**config.mk**
```make
export PLATFORM = sky130hd
export DESIGN_NAME = hthq_interp
export DESIGN_NICKNAME = d
export VERILOG_FILES = /design/src/hw/rtl/hthq_pkg.sv /design/src/hw/rtl/hthq_interp.sv
export SDC_FILE = /design/constraint.sdc
export NUM_CORES = 1
export LEC_CHECK = 0
export ABC_AREA = 1
export CORE_ASPECT_RATIO = 0.7
export CORE_UTILIZATION = 40
export CTS_CLUSTER_DIAMETER = 200
export DETAILED_ROUTE_END_ITERATION = 6
export DONT_BUFFER_PORTS = 1
export HOLD_SLACK_MARGIN = 0.02
export PLACE_DENSITY = 0.64
export SKIP_CTS_REPAIR_TIMING = 1
export SYNTH_ARGS = -nofsm -noshare
export SYNTH_HDL_FRONTEND = slang
export SYNTH_SLANG_ARGS = --single-unit
export TNS_END_PERCENT = 1
```
**constraint.sdc**
```tcl
create_clock -name clk -period 3.26 [get_ports clk]
set_input_delay 0.652 -clock clk [delete_from_list [all_inputs] [get_ports clk]]
set_output_delay 0.652 -clock clk [all_outputs]
set_load 0.005 [all_outputs]
```
**src/hw/rtl/hthq_pkg.sv**
```systemverilog
// Shared types and codes for the heightmap triangle height query block.
`default_nettype none
package hthq_pkg;

	localparam logic OP_WRITE = 1'b0;
	localparam logic OP_QUERY = 1'b1;

	localparam logic CFG_GRID_WIDTH = 1'b0;
	localparam logic CFG_GRID_DEPTH = 1'b1;

	localparam int unsigned CFG_W     = 9;
	localparam int unsigned CFG_IDX_W = 1;
	localparam int unsigned SAMPLE_W  = 8;
	localparam int unsigned POS_W     = 16;
	localparam int unsigned HEIGHT_W  = 16;

	localparam logic [CFG_W-1:0] GRID_RESET = 9'd256;

	typedef struct packed {
		logic                opcode;
		logic [7:0]          cell_col;
		logic [7:0]          cell_row;
		logic [SAMPLE_W-1:0] sample_value;
		logic [POS_W-1:0]    query_x;
		logic [POS_W-1:0]    query_z;
	} request_t;

	typedef struct packed {
		logic [HEIGHT_W-1:0] terrain_height;
		logic                in_range;
	} result_t;

	typedef struct packed {
		logic [SAMPLE_W-1:0] h00;
		logic [SAMPLE_W-1:0] h10;
		logic [SAMPLE_W-1:0] h01;
		logic [SAMPLE_W-1:0] h11;
	} corners_t;

endpackage
`default_nettype wire

```
**src/hw/rtl/hthq_interp.sv**
```systemverilog
// Triangle selection, plane interpolation and output formatting pipeline.
`default_nettype none
module hthq_interp #(
	parameter int FRAC_BITS = 8
) (
	input  wire logic                 clk,
	input  wire logic                 arst_n,
	input  wire logic                 valid_s1,
	input  wire logic                 in_range_s1,
	input  wire logic [FRAC_BITS-1:0] fx_s1,
	input  wire logic [FRAC_BITS-1:0] fz_s1,
	input  wire hthq_pkg::corners_t   corners,
	output logic                      done,
	output hthq_pkg::result_t         result
);

	localparam int F   = FRAC_BITS;
	localparam int WW  = F + 1;
	localparam int PW  = F + 11;
	localparam int SW  = F + 12;
	localparam int UW  = SW + 8;

	logic                  upper;
	logic [WW-1:0]         fsum;
	logic [WW-1:0]         w1;
	logic [WW-1:0]         w2;
	logic signed [8:0]     d1;
	logic signed [8:0]     d2;
	logic [7:0]            base;
	logic signed [PW-1:0]  prod_a;
	logic signed [PW-1:0]  prod_b;

	logic                  valid_s2;
	logic                  in_range_s2;
	logic [7:0]            base_s2;
	logic signed [PW-1:0]  prod_a_s2;
	logic signed [PW-1:0]  prod_b_s2;

	logic signed [SW-1:0]  sum;
	logic [UW-1:0]         mag;
	logic [UW-1:0]         scaled;
	logic [15:0]           height;

	logic                  done_q;
	hthq_pkg::result_t     result_q;

	always_comb begin
		fsum  = WW'(fx_s1) + WW'(fz_s1);
		upper = fsum[F];
		if (!upper) begin
			base = corners.h00;
			d1   = $signed({1'b0, corners.h10}) - $signed({1'b0, corners.h00});
			d2   = $signed({1'b0, corners.h01}) - $signed({1'b0, corners.h00});
			w1   = WW'(fx_s1);
			w2   = WW'(fz_s1);
		end else begin
			base = corners.h11;
			d1   = $signed({1'b0, corners.h01}) - $signed({1'b0, corners.h11});
			d2   = $signed({1'b0, corners.h10}) - $signed({1'b0, corners.h11});
			w1   = (WW'(1) << F) - WW'(fx_s1);
			w2   = (WW'(1) << F) - WW'(fz_s1);
		end
		prod_a = PW'($signed({1'b0, w1})) * PW'(d1);
		prod_b = PW'($signed({1'b0, w2})) * PW'(d2);
	end

	always_ff @(posedge clk or negedge arst_n) begin
		if (!arst_n) begin
			valid_s2 <= 1'b0;
		end else begin
			valid_s2 <= valid_s1;
		end
	end

	always_ff @(posedge clk) begin
		in_range_s2 <= in_range_s1;
		base_s2     <= base;
		prod_a_s2   <= prod_a;
		prod_b_s2   <= prod_b;
	end

	always_comb begin
		sum = $signed(SW'({base_s2, F'(0)})) + SW'(prod_a_s2) + SW'(prod_b_s2);
		mag = sum[SW-1] ? '0 : UW'($unsigned(sum));
	end

	if (F > 8) begin : g_round
		assign scaled = (mag + (UW'(1) << (F - 9))) >> (F - 8);
	end else if (F < 8) begin : g_widen
		assign scaled = mag << (8 - F);
	end else begin : g_direct
		assign scaled = mag;
	end

	assign height = (|scaled[UW-1:16]) ? 16'hFFFF : scaled[15:0];

	always_ff @(posedge clk or negedge arst_n) begin
		if (!arst_n) begin
			done_q <= 1'b0;
		end else begin
			done_q <= valid_s2;
		end
	end

	always_ff @(posedge clk) begin
		result_q.terrain_height <= in_range_s2 ? height : '0;
		result_q.in_range       <= in_range_s2;
	end

	assign done   = done_q;
	assign result = result_q;

endmodule
`default_nettype wire

```
======== Yosys cells after proc, flatten, opt, wreduce, memory -nomap -nowiden ========
Index checks and enable logic that the tools add are counted.
cells by class
  muxes and demuxes ....................... 7
  reduce and logical (&&, ||, !) cells .... 1
  $add $sub $neg .......................... 9
  $mul .................................... 2
operators with widths
  operator                                          count
  multiplier 10 x 9 -> 19 bit                       2
  2-to-1 mux 9 bit                                  4
  subtractor 8 x 8 -> 9 bit                         4
  adder 17 x 19 -> 20 bit                           1
  adder 20 x 19 -> 20 bit                           1
  2-to-1 mux 19 bit                                 1
  subtractor 9 x 8 -> 9 bit (first input constant)  2
  2-to-1 mux 16 bit                                 1
  OR reduction 12 bit                               1
  adder 8 x 8 -> 9 bit                              1
  2-to-1 mux 8 bit                                  1
word-level totals
  register bits ........................... 66
  input bits .............................. 52
  output and inout port bits .............. 18
  logic and storage cells ................. 27

======== Logic depth before layout (Yosys ltp) ========
  depth after elaboration ................. 5
  gate-level depth with buffers ........... 30
  gate-level depth less buffers ........... 30

======== Worst setup path after synthesis ========
OpenSTA, ideal clock, no wires.
  path type ............................... input -> register
  from .................................... in corners[8] in the netlist's numbering
  to ...................................... reg prod_b_s2[15]
  path buffers ............................ 0
  setup time .............................. 72 ps
  slack ................................... -2,791 ps
  arrival time ............................ 5,979 ps
  data required time ...................... 3,188 ps
  stages .................................. 24
  path through ............................ inv_1 -> ha_1 -> fa_1 -> o21ai_0 -> nand2_1 -> nand2_1 -> xor2_1 -> inv_1 -> o21ai_4 -> inv_1 -> nand2_1 -> fa_1 -> fa_1 -> inv_1 -> fa_1 -> fa_1 -> fa_1 -> ha_1 -> a21oi_1 -> nand2_1 -> a21oi_1 -> o21ai_0 -> a21oi_1 -> xnor2_1
between the ends
  longest elaborated chain between the ends .. 3
RTL lines
  item                         RTL line           RTL
  from (decl)                  hthq_interp.sv:12  input wire hthq_pkg::corners_t corners,
  subtractor 8 x 8 -> 9 bit    hthq_interp.sv:53  d2 = $signed({1'b0, corners.h01}) - $signed({1'b0, corners.h00});
  2-to-1 mux 9 bit             hthq_interp.sv:50  if (!upper) begin
  multiplier 10 x 9 -> 19 bit  hthq_interp.sv:64  prod_b = PW'($signed({1'b0, w2})) * PW'(d2);
  named net prod_b[15]         hthq_interp.sv:31  logic signed [PW-1:0] prod_b;
  to (signal assigned)         hthq_interp.sv:79  prod_b_s2 <= prod_b;
  to (decl)                    hthq_interp.sv:37  logic signed [PW-1:0] prod_b_s2;
The timed path passes the listed nets, and every way through them passes these cells.
A chain may end at the register's enable or synchronous reset.

======== Worst setup path after layout ========
  from .................................... in fx_s1[5]
  to ...................................... reg prod_b_s2[18]
between the ends
  longest elaborated chain between the ends .. 3
  elaborated cells between the ends (all ways) .. 4
  those cells by class .................... add/sub: 1; mul: 1; mux: 2
RTL lines
  item                           RTL line           RTL
  from (decl)                    hthq_interp.sv:10  input wire logic [FRAC_BITS-1:0] fx_s1,
  adder 8 x 8 -> 9 bit *         hthq_interp.sv:48  fsum = WW'(fx_s1) + WW'(fz_s1);
  2-to-1 mux 9 bit               hthq_interp.sv:50
  multiplier 10 x 9 -> 19 bit *  hthq_interp.sv:64
  named net prod_b[18]           hthq_interp.sv:31
Mark *: on every way through the listed nets, which the timed path passes. The rest lies on a longest branch.

==> out/qor.yml <==
global_route:
  grt_pass1_wl_um: 46400
  antenna_found_initial: 3
  grt_overflow: 0
  grt.total_usage_pct: 21.3
  grt_max_degree: 19
  grt_pass1_vias: 9319
yosys:
  synth_cell_types: 45
  postSynthCellCount: 1376
  synth_top_area_cell: "ha_1"
  syn_area_um2: 10700
  syn_area_per_cell_um2: 7.81
  synth-warning-count: 0
  synth.top_cell.area_share_pct: 21.3
  synth-seq-area-share_pct: 12.4
  synthTopCellsByArea: "ha_1, fa_1, dfxtp_1"
  ys_ff_latch: 66
  syn_nets: 1724
routing:
  first_pass_iters: 5
  wl_per_cell_um: 14.5
  drt_wl_total_um: 28400
  antenna_left: 0
  dr_total_vias: 9251
  drc: 0
  viasPerCell: 4.74
  drt_iter0_drc: 469
min_path:
  hp-start: "in_range_s1"
  min_path_type: "in -> reg"
  whs_path_depth: 0
  min_to: "in_range_s2"
sta:
  fin_ws_ns: -2.21
  drv_slew: 0
  fmax_mhz: 183
  fin_tns_setup_ns: -57.16
  tightest_slew_ns: 0.902
  period_needed_ns: 5.47
  period_share_pct: 168
  rsz0062_at_grt: "yes"
  slew_headroom_pct: 39.3
  finalSetupViolations: 32
  hold_viol_final: 0
  fin_skew_ns: 0.00810
floorplanning:
  die_x_um: 198
  die_h_um: 139
  dieArea_um2: 27500
  rows: 49
  core_area_um2: 26000
  io_pins: 70
  start_util_pct: 41.3
cells_and_area:
  ff_latch_area_um2: 1330
  fillers: 2417
  syn_to_final_growth_pct: 27.1
  fin_util_pct: 52.5
  instances_no_fill: 1950
  nNetsFinal: 1937
  n_antenna_cell: 0
  multiInputGateArea_um2: 8840
  drive_gt1_share_pct: 25.8
job:
  maxCapViolations: 0
setup_path:
  arrival_ns: 5.70
  r2r_end: "result[5]"
  start_kind: "primary input"
  reg2reg_from: "base_s2[2]"
  end_kind: "flip-flop"
  critPathRequiredTime_ns: 3.48
  path_max_fanout: 7
  critical_path_class: "in -> reg"
  reg2reg_depth: 14
  r2r_slack_ns: 0.74
clock_network:
  insertion_delay_ns: 0.33
  clockBufferDepth: 2
  clk_pin_slew_ns: 0.05
  cts_tree: "done"
  cts_buffers: 9
  cts_root_buf: "clkbuf_16"
  cts_num_sinks: 66
  htreeDepth: 3
place:
  post-dp-hpwl_um: 25100
  place_inst: 1922
  port_buffers: 0
  pre_cts_ws_ns: -2.72
  gp_congestion: 0.968
outcome:
  outcome: "complete, but fails checks"
  violations: "negative setup slack"
worst max path at each step:
stage | end | slack, ns | startpoint
finish | prod_b_s2[18] | -2.21 | fx_s1[5]
CTS | prod_a_s2[16] | -2.35 | fx_s1[1]
global placement | prod_a_s2[16] | -2.61 | fx_s1[1]
global route | prod_b_s2[15] | -2.42 | fx_s1[6]
detailed placement | prod_a_s2[16] | -2.72 | fx_s1[1]
floorplan | prod_a_s2[16] | -2.28 | fx_s1[5]
stage by stage:
step	hold slack [ns]	cell area, µm²
3_3_place_gp	0.342	12800
4_1_cts	0.00942	13100
2_1_floorplan	0.331	11000
3_5_place_dp	0.356	12800
5_1_grt	0.334	13700
6_report	0.355	13700
synth_stat cells, drive strengths merged:
| cell type | instances |
|---|---|
| nand4 | 6 |
| buf | 9 |
| xnor2 | 25 |
| clkinv | 1 |
| and2 | 1 |
| or2 | 9 |
| a21boi | 2 |
| and3 | 1 |
| nor3 | 13 |
| ha | 183 |
| o21ai | 41 |
| or3 | 1 |
| dfrtp | 2 |
| dfxtp | 64 |
| o2111ai | 1 |
| fa | 113 |
| nand3 | 53 |
| a21o | 5 |
| xor2 | 46 |
| nand3b | 4 |
| nand2 | 320 |
| nor2 | 134 |
| inv | 275 |
| a31oi | 1 |
| o21bai | 3 |
| a21oi | 63 |
critical path: stages:
cell and delay (ns):
ha_4 0.22, a21oi_2 0.14, nor2_2 0.06, nor3_4 0.29
nand2_8 0.13, clkbuf_16 0.18, buf_6 0.13, o21ai_4 0.23
nand2_1 0.11, fa_1 0.49, inv_1 0.07, fa_1 0.50
inv_1 0.05, fa_1 0.48, inv_1 0.06, fa_2 0.56
ha_1 0.26, ha_4 0.27, a21oi_1 0.12, nand2_1 0.12
a21oi_4 0.20, inv_1 0.07, a21oi_2 0.14, inv_1 0.05
nand3_1 0.07, nand2_1 0.05
logic make-up (layout without fill, tap and decap cells):
logic type,count (synthesis),count (layout),share of synthesized area (%)
xor gates and xnor gates,71,71,6.56
adders and majority gates,296,296,42.4
buffers and inverters,285,502,10.7
AOI/OAI and AO/OA,116,116,6.56
and+or+nand+nor,542,542,21.4
DFF,66,66,12.4
layout make-up:
| cell class | instances | share of cell area [%] |
|---|---|---|
| Inverter | 276 | 7.68 |
| Tap cell | 357 | 3.27 |
| Clock buffer | 11 | 1.85 |
| Sequential cell | 66 | 9.75 |
| Timing Repair Buffer | 211 | 12.3 |
| Clock inverter | 4 | 0.376 |
| Multi-Input combinational cell | 1025 | 64.7 |
cell usage in the layout (no fill, tap or decap), drive strengths merged, types with 12 or more instances in the layout:
master and instances:
a21oi 63, ha 183, nor3 13, xor2 46, clkbuf 12, xnor2 25
o21ai 41, dfxtp 64, nor2 134, nand2 320, nand3 53, buf 209
inv 275, fa 113
layer usage:
| metal | GRT usage (%) | vias up | part of all wire (%) |
|---|---|---|---|
| li1 | - | 4669 | - |
| met3 | 3.65 | 28 | 6.9 |
| met4 | 4.86 | 0 | 1.7 |
| met1 | 31.6 | 4292 | 49 |
| met5 | 0 | - | 0 |
| met2 | 32.0 | 262 | 42 |
flip-flops by register name, summed over array words and instances (netlist names):
name,cells
valid_s2,1
done,1
result,17
in_range_s2,1
prod_a_s2,19
prod_b_s2,19
base_s2,8
Power is not shown: default switching activity piles up to over one toggle a cycle in this logic, so the estimate is an artifact.
